<file path="config.mk">
export PLATFORM = sky130hd
export DESIGN_NAME = cia402_pp_axis_sequencer_flat
export DESIGN_NICKNAME = d
export VERILOG_FILES = /design/src/cia_pp_pkg.sv /design/src/cia_pp_if.sv /design/src/cia_pp_core.sv /design/src/cia402_pp_axis_sequencer.sv /design/src/flat_wrapper.sv
export SDC_FILE = /design/constraint.sdc
export NUM_CORES = 1
export LEC_CHECK = 0
export ABC_AREA = 1
export BUFFER_PORTS_ARGS = -buffer_cell sky130_fd_sc_hd__buf_2
export CAP_MARGIN = 0
export CORE_MARGIN = 2
export CORE_UTILIZATION = 45
export DETAILED_ROUTE_END_ITERATION = 10
export GPL_TIMING_DRIVEN = 0
export PLACE_DENSITY_LB_ADDON = 0.08
export SYNTH_ARGS = -nofsm -noshare
export SYNTH_HDL_FRONTEND = slang
export SYNTH_HIERARCHICAL = 1
export SYNTH_SLANG_ARGS = --single-unit
</file>
<file path="constraint.sdc">
create_clock -name i_clk -period 4.25 [get_ports i_clk]
set_input_delay 0 -clock i_clk [delete_from_list [all_inputs] [get_ports i_clk]]
set_output_delay 0 -clock i_clk [all_outputs]
set_load 0.05 [all_outputs]
</file>
<file path="src/cia_pp_pkg.sv">
// Shared types and constants for the CiA402 profile-position axis sequencer.
// No dependencies; every other file in src imports this package.
package cia_pp_pkg;

    localparam int SW_W  = 16;
    localparam int POS_W = 32;
    localparam int CNT_W = 8;

    localparam logic [CNT_W-1:0] FAULT_LOW_RST = 8'd10;
    localparam logic [CNT_W-1:0] PRELOAD_RST   = 8'd20;

    // Status word bits and decode patterns
    localparam int SW_FAULT_BIT = 3;
    localparam int SW_ACK_BIT   = 12;
    localparam logic [SW_W-1:0] SW_MASK_SOD  = 16'h004F;
    localparam logic [SW_W-1:0] SW_PAT_SOD   = 16'h0040;
    localparam logic [SW_W-1:0] SW_MASK_ENA  = 16'h006F;
    localparam logic [SW_W-1:0] SW_PAT_RTSO  = 16'h0021;
    localparam logic [SW_W-1:0] SW_PAT_SO    = 16'h0023;
    localparam logic [SW_W-1:0] SW_PAT_OE    = 16'h0027;

    // Control words
    localparam logic [SW_W-1:0] CW_ZERO      = 16'h0000;
    localparam logic [SW_W-1:0] CW_FAULT_RST = 16'h0080;
    localparam logic [SW_W-1:0] CW_SHUTDOWN  = 16'h0006;
    localparam logic [SW_W-1:0] CW_SWITCH_ON = 16'h0007;
    localparam logic [SW_W-1:0] CW_ENABLE    = 16'h000F;
    localparam logic [SW_W-1:0] CW_NEW_SP    = 16'h003F;

    typedef enum logic [0:0] {
        CFG_FAULT_LOW = 1'b0,
        CFG_PRELOAD   = 1'b1
    } t_cfg_idx;

    typedef enum logic [5:0] {
        DS_FAULT = 6'b000001,
        DS_SOD   = 6'b000010,
        DS_RTSO  = 6'b000100,
        DS_SO    = 6'b001000,
        DS_OE    = 6'b010000,
        DS_OTHER = 6'b100000
    } t_drive_state;

    typedef enum logic [2:0] {
        PH_IDLE    = 3'b001,
        PH_SET     = 3'b010,
        PH_RELEASE = 3'b100
    } t_phase;

    typedef struct packed {
        logic [CNT_W-1:0] fault_low_cycles;
        logic [CNT_W-1:0] preload_cycles;
    } t_cfg;

    typedef struct packed {
        logic [SW_W-1:0]         drive_status;
        logic signed [POS_W-1:0] actual_pos;
        logic                    target_valid;
        logic signed [POS_W-1:0] desired_pos;
    } t_item;

    typedef struct packed {
        logic [SW_W-1:0]         control_word;
        logic signed [POS_W-1:0] target_pos;
    } t_result;

endpackage

</file>
<file path="src/cia_pp_if.sv">
// Valid/ready channel interfaces: input item, result item and configuration write.
// Depends on cia_pp_pkg.
interface cia_pp_in_if import cia_pp_pkg::*; ();
    logic                    valid;
    logic                    ready;
    logic [SW_W-1:0]         drive_status;
    logic signed [POS_W-1:0] actual_pos;
    logic                    target_valid;
    logic signed [POS_W-1:0] desired_pos;

    modport source (output valid, drive_status, actual_pos, target_valid, desired_pos,
                    input ready);
    modport sink   (input valid, drive_status, actual_pos, target_valid, desired_pos,
                    output ready);
endinterface

interface cia_pp_out_if import cia_pp_pkg::*; ();
    logic                    valid;
    logic                    ready;
    logic [SW_W-1:0]         control_word;
    logic signed [POS_W-1:0] target_pos;

    modport source (output valid, control_word, target_pos, input ready);
    modport sink   (input valid, control_word, target_pos, output ready);
endinterface

interface cia_pp_cfg_if import cia_pp_pkg::*; ();
    logic             valid;
    logic             ready;
    t_cfg_idx         index;
    logic [CNT_W-1:0] data;

    modport source (output valid, index, data, input ready);
    modport sink   (input valid, index, data, output ready);
endinterface

</file>
<file path="src/cia_pp_core.sv">
// Drive state decode, fault-reset timing and set-point handshake with its state.
// Depends on cia_pp_pkg. State advances only when i_adv is high.
module cia_pp_core import cia_pp_pkg::*; (
    input  logic    i_clk,
    input  logic    i_rst_n,
    input  logic    i_adv,
    input  t_cfg    i_cfg,
    input  t_item   i_item,
    output t_result o_res
);

    logic [CNT_W-1:0]  r_fault_count, n_fault_count;
    t_phase            r_phase, n_phase;
    logic [CNT_W-1:0]  r_preload_count, n_preload_count;
    logic [POS_W-1:0]  r_latched_pos, n_latched_pos;
    logic              r_latched_once, n_latched_once;
    logic              r_enable_seen, n_enable_seen;

    t_drive_state      ds;
    logic [POS_W-1:0]  ref_pos;
    logic              ack;

    always_comb begin
        if (i_item.drive_status[SW_FAULT_BIT]) begin
            ds = DS_FAULT;
        end else if ((i_item.drive_status & SW_MASK_SOD) == SW_PAT_SOD) begin
            ds = DS_SOD;
        end else if ((i_item.drive_status & SW_MASK_ENA) == SW_PAT_RTSO) begin
            ds = DS_RTSO;
        end else if ((i_item.drive_status & SW_MASK_ENA) == SW_PAT_SO) begin
            ds = DS_SO;
        end else if ((i_item.drive_status & SW_MASK_ENA) == SW_PAT_OE) begin
            ds = DS_OE;
        end else begin
            ds = DS_OTHER;
        end
    end

    assign ack     = i_item.drive_status[SW_ACK_BIT];
    // First entry to operation enabled latches the actual position before the compare
    assign ref_pos = r_enable_seen ? r_latched_pos : i_item.actual_pos;

    always_comb begin
        n_fault_count   = r_fault_count;
        n_phase         = r_phase;
        n_preload_count = r_preload_count;
        n_latched_pos   = r_latched_pos;
        n_latched_once  = r_latched_once;
        n_enable_seen   = r_enable_seen;
        o_res.control_word = CW_SHUTDOWN;
        o_res.target_pos   = i_item.actual_pos;

        case (ds)
            DS_FAULT: begin
                if (r_fault_count < i_cfg.fault_low_cycles) begin
                    o_res.control_word = CW_ZERO;
                    n_fault_count      = r_fault_count + 1'b1;
                end else begin
                    o_res.control_word = CW_FAULT_RST;
                    n_fault_count      = '0;
                end
            end
            DS_SOD:  o_res.control_word = CW_SHUTDOWN;
            DS_RTSO: o_res.control_word = CW_SWITCH_ON;
            DS_SO:   o_res.control_word = CW_ENABLE;
            DS_OE: begin
                if (!r_enable_seen) begin
                    n_enable_seen = 1'b1;
                    n_latched_pos = i_item.actual_pos;
                end
                o_res.control_word = CW_ENABLE;
                if (i_item.target_valid) begin
                    o_res.target_pos = i_item.desired_pos;
                    case (r_phase)
                        PH_IDLE: begin
                            if (i_item.desired_pos != ref_pos || !r_latched_once) begin
                                if (r_preload_count < i_cfg.preload_cycles) begin
                                    n_preload_count = r_preload_count + 1'b1;
                                end else begin
                                    n_phase = PH_SET;
                                end
                            end else begin
                                n_preload_count = '0;
                            end
                        end
                        PH_SET: begin
                            o_res.control_word = CW_NEW_SP;
                            if (ack) begin
                                n_phase = PH_RELEASE;
                            end
                        end
                        default: begin
                            // release: latch once the acknowledge clears
                            if (!ack) begin
                                n_latched_pos   = i_item.desired_pos;
                                n_latched_once  = 1'b1;
                                n_phase         = PH_IDLE;
                                n_preload_count = '0;
                            end
                        end
                    endcase
                end
            end
            default: o_res.control_word = CW_SHUTDOWN;
        endcase
    end

    always_ff @(posedge i_clk) begin
        if (!i_rst_n) begin
            r_fault_count   <= '0;
            r_phase         <= PH_IDLE;
            r_preload_count <= '0;
            r_latched_pos   <= '0;
            r_latched_once  <= 1'b0;
            r_enable_seen   <= 1'b0;
        end else if (i_adv) begin
            r_fault_count   <= n_fault_count;
            r_phase         <= n_phase;
            r_preload_count <= n_preload_count;
            r_latched_pos   <= n_latched_pos;
            r_latched_once  <= n_latched_once;
            r_enable_seen   <= n_enable_seen;
        end
    end

endmodule

</file>
<file path="src/cia402_pp_axis_sequencer.sv">
// CiA402 profile-position axis sequencer: one control word and target per bus cycle.
// Pipeline: the accepted input item is registered, then its core result is held in the result register.
// Throughput: one transaction per cycle while the result is not stalled; a stalled result stalls the input.
// Reset (synchronous, active low): clears pipeline valids and sequencer state,
// restores fault_low_cycles to 10 and preload_cycles to 20.
// Depends on cia_pp_pkg, cia_pp_if and cia_pp_core.
module cia402_pp_axis_sequencer import cia_pp_pkg::*; (
    input  logic          i_clk,
    input  logic          i_rst_n,
    cia_pp_in_if.sink     i_in,
    cia_pp_cfg_if.sink    i_cfg,
    cia_pp_out_if.source  o_out
);

    t_cfg    r_cfg;
    logic    r_in_valid;
    t_item   r_item;
    logic    r_out_valid;
    t_result r_res;
    t_result core_res;
    logic    adv;

    assign adv          = r_in_valid && (!r_out_valid || o_out.ready);
    assign i_in.ready   = !r_in_valid || adv;
    assign i_cfg.ready  = 1'b1;

    always_ff @(posedge i_clk) begin
        if (!i_rst_n) begin
            r_cfg.fault_low_cycles <= FAULT_LOW_RST;
            r_cfg.preload_cycles   <= PRELOAD_RST;
        end else if (i_cfg.valid) begin
            case (i_cfg.index)
                CFG_FAULT_LOW: r_cfg.fault_low_cycles <= i_cfg.data;
                CFG_PRELOAD:   r_cfg.preload_cycles   <= i_cfg.data;
                default:       r_cfg <= r_cfg;
            endcase
        end
    end

    always_ff @(posedge i_clk) begin
        if (!i_rst_n) begin
            r_in_valid <= 1'b0;
        end else if (i_in.ready) begin
            r_in_valid <= i_in.valid;
        end
    end

    always_ff @(posedge i_clk) begin
        if (i_in.valid && i_in.ready) begin
            r_item.drive_status <= i_in.drive_status;
            r_item.actual_pos   <= i_in.actual_pos;
            r_item.target_valid <= i_in.target_valid;
            r_item.desired_pos  <= i_in.desired_pos;
        end
    end

    cia_pp_core u_core (
        .i_clk   (i_clk),
        .i_rst_n (i_rst_n),
        .i_adv   (adv),
        .i_cfg   (r_cfg),
        .i_item  (r_item),
        .o_res   (core_res)
    );

    always_ff @(posedge i_clk) begin
        if (!i_rst_n) begin
            r_out_valid <= 1'b0;
        end else if (adv) begin
            r_out_valid <= 1'b1;
        end else if (o_out.ready) begin
            r_out_valid <= 1'b0;
        end
    end

    always_ff @(posedge i_clk) begin
        if (adv) begin
            r_res <= core_res;
        end
    end

    assign o_out.valid        = r_out_valid;
    assign o_out.control_word = r_res.control_word;
    assign o_out.target_pos   = r_res.target_pos;

endmodule

</file>
<file path="src/flat_wrapper.sv">
// flat-port wrapper written by rule: the top's interface ports become plain ports
module cia402_pp_axis_sequencer_flat import cia_pp_pkg::*;
  (i_clk, i_rst_n, i_in_valid, i_in_drive_status, i_in_actual_pos, i_in_target_valid, i_in_desired_pos, i_in_ready, i_cfg_valid, i_cfg_index, i_cfg_data, i_cfg_ready, o_out_valid, o_out_control_word, o_out_target_pos, o_out_ready);
  cia_pp_in_if i_in_i ();
  cia_pp_cfg_if i_cfg_i ();
  cia_pp_out_if o_out_i ();
  input  logic i_clk;
  input  logic i_rst_n;
  input wire logic [$bits(i_in_i.valid)-1:0] i_in_valid;
  input wire logic [$bits(i_in_i.drive_status)-1:0] i_in_drive_status;
  input wire logic [$bits(i_in_i.actual_pos)-1:0] i_in_actual_pos;
  input wire logic [$bits(i_in_i.target_valid)-1:0] i_in_target_valid;
  input wire logic [$bits(i_in_i.desired_pos)-1:0] i_in_desired_pos;
  output wire logic [$bits(i_in_i.ready)-1:0] i_in_ready;
  input wire logic [$bits(i_cfg_i.valid)-1:0] i_cfg_valid;
  input wire logic [$bits(i_cfg_i.index)-1:0] i_cfg_index;
  input wire logic [$bits(i_cfg_i.data)-1:0] i_cfg_data;
  output wire logic [$bits(i_cfg_i.ready)-1:0] i_cfg_ready;
  output wire logic [$bits(o_out_i.valid)-1:0] o_out_valid;
  output wire logic [$bits(o_out_i.control_word)-1:0] o_out_control_word;
  output wire logic [$bits(o_out_i.target_pos)-1:0] o_out_target_pos;
  input wire logic [$bits(o_out_i.ready)-1:0] o_out_ready;
  assign i_in_i.valid = i_in_valid;
  assign i_in_i.drive_status = i_in_drive_status;
  assign i_in_i.actual_pos = i_in_actual_pos;
  assign i_in_i.target_valid = i_in_target_valid;
  assign i_in_i.desired_pos = i_in_desired_pos;
  assign i_in_ready = i_in_i.ready;
  assign i_cfg_i.valid = i_cfg_valid;
  assign i_cfg_i.index = i_cfg_index;
  assign i_cfg_i.data = i_cfg_data;
  assign i_cfg_ready = i_cfg_i.ready;
  assign o_out_valid = o_out_i.valid;
  assign o_out_control_word = o_out_i.control_word;
  assign o_out_target_pos = o_out_i.target_pos;
  assign o_out_i.ready = o_out_ready;
  cia402_pp_axis_sequencer u_core (.i_clk(i_clk), .i_rst_n(i_rst_n), .i_in(i_in_i), .i_cfg(i_cfg_i), .o_out(o_out_i));
endmodule
</file>
==> results of run 1 <==
[what timing repair did]
item                                   in CTS  in global routing
resized for setup                           0                  0
endpoints found under the hold margin      90                  0
hold buffers                               89                  0
[metal layers]
layer  part of all wire [%]  wire length [um]
met1                     45             10340
met2                     49             11230
met3                    4.9              1132
met4                    1.2               279
met5                      0                 0
[power breakdown]
| part | switching, mW | leakage, nW | internal, mW | total (mW) |
|---|---|---|---|---|
| Sequential | 0.0426 | 1.73 | 2.06 | 2.10 |
| Combinational | 0.274 | 3.12 | 0.176 | 0.450 |
| Clock | 0.680 | 0.296 | 0.919 | 1.60 |
[worst max-delay path, delay by kind of cell, from the launching register on]
kind	cells	cell delay, ns
AND/OR/NAND/NOR	1	0.17
flip-flops	1	0.33
buffers and inverters	6	1.37
AO/OA/AOI/OAI	3	0.63
[stage by stage]
step,setup WS [ns],util [%],cells,area (sq um),TNS [ns]
6_report,1.652,58.45,1602,11710,0
5_1_grt,1.409,58.45,1602,11710,0
4_1_cts,1.648,58.45,1602,11710,0
3_5_place_dp,1.689,50.99,1481,10220,0
3_3_place_gp,-0.3127,50.64,1478,10150,-5.886
2_1_floorplan,1.114,-,1073,9134,0
[sequential cells by signal, summed over array words and instances (netlist names)]
name	flops
u_core/u_core/r_phase	3
u_core/o_out.control_word	16
u_core/u_core/r_latched_once	1
u_core/u_core/r_latched_pos	32
u_core/r_in_valid	1
u_core/o_out.target_pos	32
u_core/o_out.valid	1
u_core/r_item	72
u_core/u_core/r_preload_count	8
u_core/r_cfg	16
u_core/u_core/r_fault_count	8
u_core/u_core/r_enable_seen	1
[path summary, 6_finish.rpt]
kind / startpoint / to / slack (ns)
worst max-delay path: u_core/r_in_valid$_SDFFE_PN0P_ / u_core/u_core/r_latched_pos[5]$_SDFFE_PN0P_ / 1.65
worst min-delay path: i_cfg_valid / u_core/r_cfg[3]$_SDFFE_PN0P_ / 0.02
worst max register to register: u_core/r_in_valid$_SDFFE_PN0P_ / u_core/u_core/r_latched_pos[5]$_SDFFE_PN0P_ / 1.65
worst min register to register: u_core/u_core/r_latched_pos[8]$_SDFFE_PN0P_ / u_core/u_core/r_latched_pos[8]$_SDFFE_PN0P_ / 0.46
[area by class of cell]
cell class	instances	area (sq um)	area share (%)
plain buffers	51	315.3	2.692
clock buffers	27	565.5	4.829
clock inverters	5	38.79	0.3312
inverters	103	390.4	3.333
multi-input cells	728	3413	29.14
flip-flops and latches	191	5025	42.90
well taps	270	337.8	2.884
repair buffers	227	1627	13.89
==> metrics, run 1 <==
status completed; grt peak-use layer met2; Placeable Area 0.02004 sq mm; Clock transition at path regs 0.07 ns; final net count 1430; Global Route met1 Usage 28.14%; RSZ-0062 raised after global routing no; Die Area 0.02138 sq mm; Setup crit end kind flop; crit path max-delay cell type buf_1; routed vias roughly 7800; Worst Clk Skew roughly 0.0082 ns; Cell Chain, Critical Path inv_1 > a21oi_4 > buf_12 > buf_12 > nand3_1 > inv_1 > buf_2 > buf_1 > o211ai_1 > a21oi_1; largest net degree at the start of global routing 41; worst path required time 4.61 ns; most common cell after layout, fill and taps aside nand2_1; Final Max Tran Viols 0; number of diodes 0; relative slew slack a little over half; final WL 22.97 mm; final antenna-violating net count 0; std cell rows 52; vias in the first global route roughly 7600; H-tree levels 4; antenna violations before repair 0; PnR Total Power 4.147 mW; CP startpoint kind flop; total of warnings raised by yosys 6; clk_lat worst skew 0.43 ns; Hold Crit Depth 4; Longest Clk Path Bufs 2; # clock sinks around 190; Die Wd 146.2 um; IO Port Bufs between 100 and 150; Mapped Area 0.009100 sq mm; global routing usage on met2 between 30% and 40%; Total GRT Usage ~22%; post-layout min period around 2.6 ns; initial detailed-routing violation count between 400 and 500; fillers approximately 1900; Worst Tran Pin Value a little under 0.7 ns; Post-route DRC 0; critical path peak fanout 26; First-pass DRT Iterations 5; Mapped Avg Cell Area 8.545 sq um; Static Leak 5.148 nW; Tcrit/Tclk final about three fifths; initial core utilization 45.41%; routed len/inst around 14 um; CTS Buf Count 17; Final setup viols 0; setup bufs post-CTS 0; Worst EP arrival 2.95 ns; final hold slack about 0.024 ns; grt met3 use 4.313%; Cells after Synth 1065; PD cells 354.1 mW/mm^2; Max Freq ~0.38 GHz; final hold vios 0; Congestion Overflow GR 0; share of layout cells above drive strength 1 roughly 17%; reg2reg path depth 10; Peak VDD IR between 200 and 250 uV; first-pass GRT wire length 37.38 mm; IO Count 146; drt via density 4.884; dpl hpwl ~16 mm; max incr delay on CP roughly 0.48 ns; RD Place Congestion approximately 0.84; CTS tree built; max-cap violations 0; P&R area growth vs syn 28.71%; Hold Crit Class input pin to flop; DIE HEIGHT 146.2 um; Setup CP Type flop to flop; most frequent cells in the layout nand2_1 (345), buf_2 (147), edfxtp_1 (120); root buf cell clkbuf_16
Note: power is estimated with default switching activity, not from simulation.
==> run 2, diff against run 1 <==
Clock period 4.25 ns to 2.37 ns, I/O delays scaled along.
==> metrics, run 2 (same netlist as run 1, synthesis figures left out) <==
status completed; Congestion Overflow GR 0 (unchanged); Max Freq 0.4568 GHz (+19%); vias in the first global route 7640 (+0.47%); drt via density 4.863 (-0.43%); crit path max-delay cell type dfxtp_1; Switch Pwr 1.821 mW (+83%); Seq. cell area 0.005029 sq mm (about the same); post-layout min period 2.189 ns (-0.4088 ns); dpl hpwl 15.71 mm (+0.52%); Cell Chain, Critical Path buf_6 > buf_6 > nand2_1 > nand3_1 > nand2_1 > inv_1 > nand2_1 > nor2_1 > nand2_1 > nor2_2 > nand3_4 > nand3_4 > buf_6 > nand3_1 > nand2_1 > nor2_1; number of diodes 0 (unchanged); final WL 23.04 mm (+0.27%); fin area 0.01175 sq mm (+0.32%); antenna violations before repair 0 (unchanged); Clock transition at path regs 0.07 ns (about the same); root buf cell clkbuf_16; Worst Clk Skew 0.009270 ns (+0.001108 ns); Worst EP arrival 2.50 ns (-0.45 ns); Die Wd 146.2 um (unchanged); Worst Tran Pin Value 0.7419 ns (+0.05145 ns); CP top delay family simple AND/OR/NAND/NOR gates; clk_lat worst skew 0.43 ns (about the same); Final setup viols 0 (unchanged); final antenna-violating net count 0 (unchanged); share of layout cells above drive strength 1 18.05% (+0.71 points); Internal 5.562 mW (+77%); Setup crit end kind flop; largest net degree at the start of global routing 42 (+2.4%); Buf/Inv on CP 4 (-2); initial core utilization 45.41% (unchanged); largest register by flop count u_core/r_item; fillers 1832 (-1.7%); final hold vios 0 (unchanged); Clock Power Share 38.0% (-0.5 points); Static Leak 5.170 nW (+0.43%); # clock sinks 191 (unchanged); Setup CP Type flop to flop; most frequent cells in the layout nand2_1 (344), buf_2 (145), edfxtp_1 (120); Reg power frac 51.0% (+0.4 points); CP most frequent cell nand2_1; IO Count 146 (unchanged); area of the multi-input gates 0.003435 sq mm (+0.62%); Cell Area, Placed 0.01024 sq mm (+0.20%); power share of the combinational group 11.0% (+0.2 points); Die Area 0.02138 sq mm (unchanged); Hold Crit Class input pin to flop; switching portion of total power 24.66% (+0.64 points); IO Port Bufs 135 (unchanged); RSZ-0062 raised after global routing yes; most common cell after layout, fill and taps aside nand2_1; Post-Route Setup TNS 0 ns (unchanged); PD cells 628.3 mW/mm^2 (+77%); Placeable Area 0.02004 sq mm (unchanged); DIE HEIGHT 146.2 um (unchanged); final hold slack 0.02511 ns (+0.0009464 ns); relative slew slack 50.43% (-3.5 points); Total GRT Usage 21.72% (-0.39 points); initial detailed-routing violation count 452 (-7.8%); Tcrit/Tclk final 92.37% (+31 points); critical path peak fanout 10 (-62%); routed len/inst 14.35 um (about the same); worst path required time 2.68 ns (-1.93 ns); H-tree levels 4 (unchanged); First-pass DRT Iterations 5 (unchanged); final core utilization 58.64% (+0.19 points); first-pass GRT wire length 36.78 mm (-1.6%); max FFs per register 72 (unchanged); CTS tree built; Peak VDD IR 521.2 uV (+110%); std cell rows 52 (unchanged); final net count 1433 (+0.21%); Longest Clk Path Bufs 2 (unchanged); P&R area growth vs syn 29.12%; CTS Buf Count 17 (unchanged); RD Place Congestion 0.8290 (-1.4%); Post-route DRC 0 (unchanged); CP startpoint kind flop; Final Max Tran Viols 0 (unchanged); routed vias 7805 (-0.24%); max-cap violations 0 (unchanged); max incr delay on CP 0.36 ns (-0.12 ns)
==> run 2: final timing paths <==
path,startpoint,end,slack (ns),cells past startpoint
worst min-delay path,i_cfg_valid,u_core/r_cfg[3]$_SDFFE_PN0P_,0.03,4
worst max register to register,u_core/u_core/r_enable_seen$_SDFFE_PN0P_,u_core/u_core/r_preload_count[0]$_SDFFE_PN0P_,0.18,16
worst max-delay path,u_core/u_core/r_enable_seen$_SDFFE_PN0P_,u_core/u_core/r_preload_count[0]$_SDFFE_PN0P_,0.18,16
worst min register to register,u_core/u_core/r_latched_pos[2]$_SDFFE_PN0P_,u_core/u_core/r_latched_pos[2]$_SDFFE_PN0P_,0.47,2
==> run 2: layout make-up <==
type / instances / area share (%)
Buffer: 51 / 2.833
Clock buffer: 18 / 3.652
Clock inverter: 14 / 1.203
Inverter: 103 / 3.333
Multi-Input combinational cell: 728 / 29.23
Sequential cell: 191 / 42.80
Tap cell: 270 / 2.875
Timing Repair Buffer: 230 / 14.08
==> run 2: stage by stage <==
step           cells  worst slack, ns  total power [mW]
6_report        1605           0.1809             7.383
5_1_grt         1605        -0.009240             7.676
4_1_cts         1604          0.01982             7.456
3_5_place_dp    1481         -0.02523             4.526
3_3_place_gp    1478          -0.9786             4.512
2_1_floorplan   1073          0.05397             4.289
==> run 2: worst register-to-register path, stage by stage (launching register included) <==
cell and delay [ns]:
dfxtp_1 0.36, buf_6 0.17, buf_6 0.17, nand2_1 0.08, nand3_1 0.08, nand2_1 0.09, inv_1 0.07, nand2_1 0.04
nor2_1 0.14, nand2_1 0.12, nor2_2 0.17, nand3_4 0.15, nand3_4 0.11, buf_6 0.14, nand3_1 0.08, nand2_1 0.06
nor2_1 0.04
==> run 2: timing repair <==
action	CTS	global route
hold endpoints to repair	90	0
setup buffers	0	1
resized for setup	5	7
setup endpoints to repair	32	42
hold buffers	91	0
==> run 2: per-layer routing <==
layer	part of all wire (%)	vias to the layer above	GRT usage [%]	wire length (um)
met1	44	3572	27.17	10110
met2	50	218	38.68	11440
met4	1.4	0	5.680	333
met3	5.0	30	4.156	1145
li1	-	3985	-	-
met5	0	-	0	0
==> run 2: power by group through the flow <==
stage | Combinational, mW | Clock (mW) | Sequential, mW
floorplan | 0.341 | 0 | 3.95
global route | 0.900 | 3.00 | 3.78
global placement | 0.670 | 0 | 3.84
detailed placement | 0.689 | 0 | 3.84
finish | 0.813 | 2.81 | 3.76
CTS | 0.810 | 2.88 | 3.76
==> run 3, diff against run 2 <==
Settings changed: ABC_CLOCK_PERIOD_IN_PS set to 2370, CORE_MARGIN 2 to 4.
==> metrics, run 3 (same netlist as run 1, synthesis figures left out) <==
status completed; Total GRT Usage 21.15% (-0.57 points); Final setup viols 0 (unchanged); CTS Buf Count 17 (unchanged); Static Leak 5.179 nW (+0.16%); First-pass DRT Iterations 5 (unchanged); largest net degree at the start of global routing 42 (unchanged); Longest Clk Path Bufs 2 (unchanged); Switch Pwr 1.863 mW (+2.3%); vias in the first global route 7521 (-1.6%); crit path max-delay cell type dfxtp_1; Clock transition at path regs 0.07 ns (about the same); RSZ-0062 raised after global routing no; routed vias 7871 (+0.85%); Die Wd 150.2 um (+2.7%); critical path peak fanout 27 (+17); Reg power frac 50.6% (-0.4 points); Die Area 0.02256 sq mm (+5.5%); P&R area growth vs syn 29.25% (about the same); Post-route DRC 0 (unchanged); # clock sinks 191 (unchanged); CTS tree built; relative slew slack 50.09% (-0.34 points); final net count 1434 (+0.070%); Seq. cell area 0.005029 sq mm (unchanged); first-pass GRT wire length 37.23 mm (+1.2%); Setup CP Type flop to flop; routed len/inst 14.61 um (+1.8%); IO Count 146 (unchanged); Max Freq 0.4615 GHz (+1.0%); Worst Tran Pin Value 0.7470 ns (+0.005122 ns); Internal 5.583 mW (+0.38%); Peak VDD IR 454.0 uV (-13%); root buf cell clkbuf_16; max-cap violations 0 (unchanged); Final Max Tran Viols 0 (unchanged); final hold vios 0 (unchanged); H-tree levels 4 (unchanged); drt via density 4.916 (+1.1%); Cell Area, Placed 0.01024 sq mm (about the same); Worst Clk Skew 0.01194 ns (+0.002674 ns); post-layout min period 2.167 ns (-0.02220 ns); reg-to-reg slack, setup 0.20 ns (+0.02 ns); final hold slack 0.04027 ns (+0.01516 ns); post-place setup slack -0.1214 ns (-0.09621 ns); Setup crit end kind flop; fin area 0.01176 sq mm (about the same); clk_lat worst skew 0.43 ns (about the same); Placeable Area 0.01965 sq mm (-1.9%); most frequent cells in the layout nand2_1 (344), buf_2 (148), edfxtp_1 (120); worst path required time 2.72 ns (+0.04 ns); dpl hpwl 16.14 mm (+2.7%); most common cell after layout, fill and taps aside nand2_1; max FFs per register 72 (unchanged); largest register by flop count u_core/r_item; antenna violations before repair 0 (unchanged); initial detailed-routing violation count 462 (+2.2%); PD cells 633.1 mW/mm^2 (+0.76%); number of diodes 0 (unchanged); Cell Chain, Critical Path inv_1 > a21oi_4 > buf_12 > nand3_1 > inv_1 > buf_2 > buf_2 > o211ai_1 > a21oi_1; Congestion Overflow GR 0 (unchanged); Final WS setup 0.2031 ns (+0.02220 ns); std cell rows 51 (-1.9%); power share of the combinational group 11.0% (about the same); Hold Crit Class input pin to flop; initial core utilization 46.30% (+0.89 points); share of layout cells above drive strength 1 18.11% (+0.061 points); switching portion of total power 25.02% (+0.36 points); max incr delay on CP 0.38 ns (+0.02 ns); final antenna-violating net count 0 (unchanged); Clock Power Share 38.4% (+0.4 points); PnR Total Power 7.446 mW (+0.85%); RD Place Congestion 0.8462 (+2.1%); fillers 1808 (-1.3%); Tcrit/Tclk final 91.43% (-0.94 points); Worst EP arrival 2.52 ns (+0.02 ns); IO Port Bufs 135 (unchanged); DIE HEIGHT 150.2 um (+2.7%); CP startpoint kind flop; Post-Route Setup TNS 0 ns (unchanged); final WL 23.39 mm (+1.5%); area of the multi-input gates 0.003440 sq mm (+0.15%)
-- run 3: cell types whose count changed in the layout (fill, tap and decap cells not counted), moves of 3 or more --
cell / previous run / this run
inv_6: 2 / 5
clkinv_2: 6 / 2
buf_2: 145 / 148
clkinv_4: 4 / 0
clkinvlp_4: 1 / 5
-- run 3: final timing paths --
check                                                             startpoint                                            to  cells past startpoint
worst min-delay path                                             i_cfg_valid                 u_core/r_cfg[12]$_SDFFE_PN0P_                      5
worst min register to register  u_core/u_core/r_latched_pos[21]$_SDFFE_PN0P_  u_core/u_core/r_latched_pos[21]$_SDFFE_PN0P_                      2
worst max register to register                u_core/r_in_valid$_SDFFE_PN0P_   u_core/u_core/r_latched_pos[6]$_SDFFE_PN0P_                      9
worst max-delay path                          u_core/r_in_valid$_SDFFE_PN0P_   u_core/u_core/r_latched_pos[6]$_SDFFE_PN0P_                      9
-- run 3: area by class of cell --
type | count | area share (%)
repair buffers | 231 | 14.15
well taps | 265 | 2.819
clock inverters | 14 | 1.309
clock buffers | 18 | 3.649
inverters | 103 | 3.330
flip-flops and latches | 191 | 42.76
plain buffers | 51 | 2.745
multi-input cells | 728 | 29.24
-- run 3: what timing repair did --
action | 4_1_cts | 5_1_grt
setup endpoints to repair | 18 | 50
hold endpoints to repair | 90 | 0
hold buffers | 89 | 0
setup buffers | 0 | 4
gates resized for setup | 2 | 5
-- run 3: through the flow --
step           util [%]  std cells
6_report          59.84       1601
5_1_grt           59.84       1601
4_1_cts           59.61       1597
3_5_place_dp      52.09       1476
3_3_place_gp      51.75       1473
2_1_floorplan         -       1073
-- run 3: per-layer routing --
| layer | global-route usage, % | wire length (um) | up-vias |
|---|---|---|---|
| li1 | - | - | 3990 |
| met1 | 26.78 | 10340 | 3648 |
| met2 | 36.81 | 11500 | 206 |
| met3 | 3.672 | 1178 | 27 |
| met4 | 6.908 | 372 | 0 |
| met5 | 0 | 0 | - |
-- run 3: power groups by stage --
stage / clock, mW / combinational, mW / sequential, mW
2_1_floorplan: 0 / 0.341 / 3.95
4_1_cts: 2.94 / 0.813 / 3.76
3_3_place_gp: 0 / 0.672 / 3.84
6_report: 2.86 / 0.819 / 3.76
5_1_grt: 3.09 / 0.908 / 3.78
3_5_place_dp: 0 / 0.695 / 3.84
-- run 3: critical path: cells and delay by family, from the launching register on --
| family | cells | cell delay [ns] |
|---|---|---|
| buffers and inverters | 5 | 1.01 |
| AOI/OAI and AO/OA | 3 | 0.51 |
| DFF | 1 | 0.38 |
| and+or+nand+nor | 1 | 0.17 |
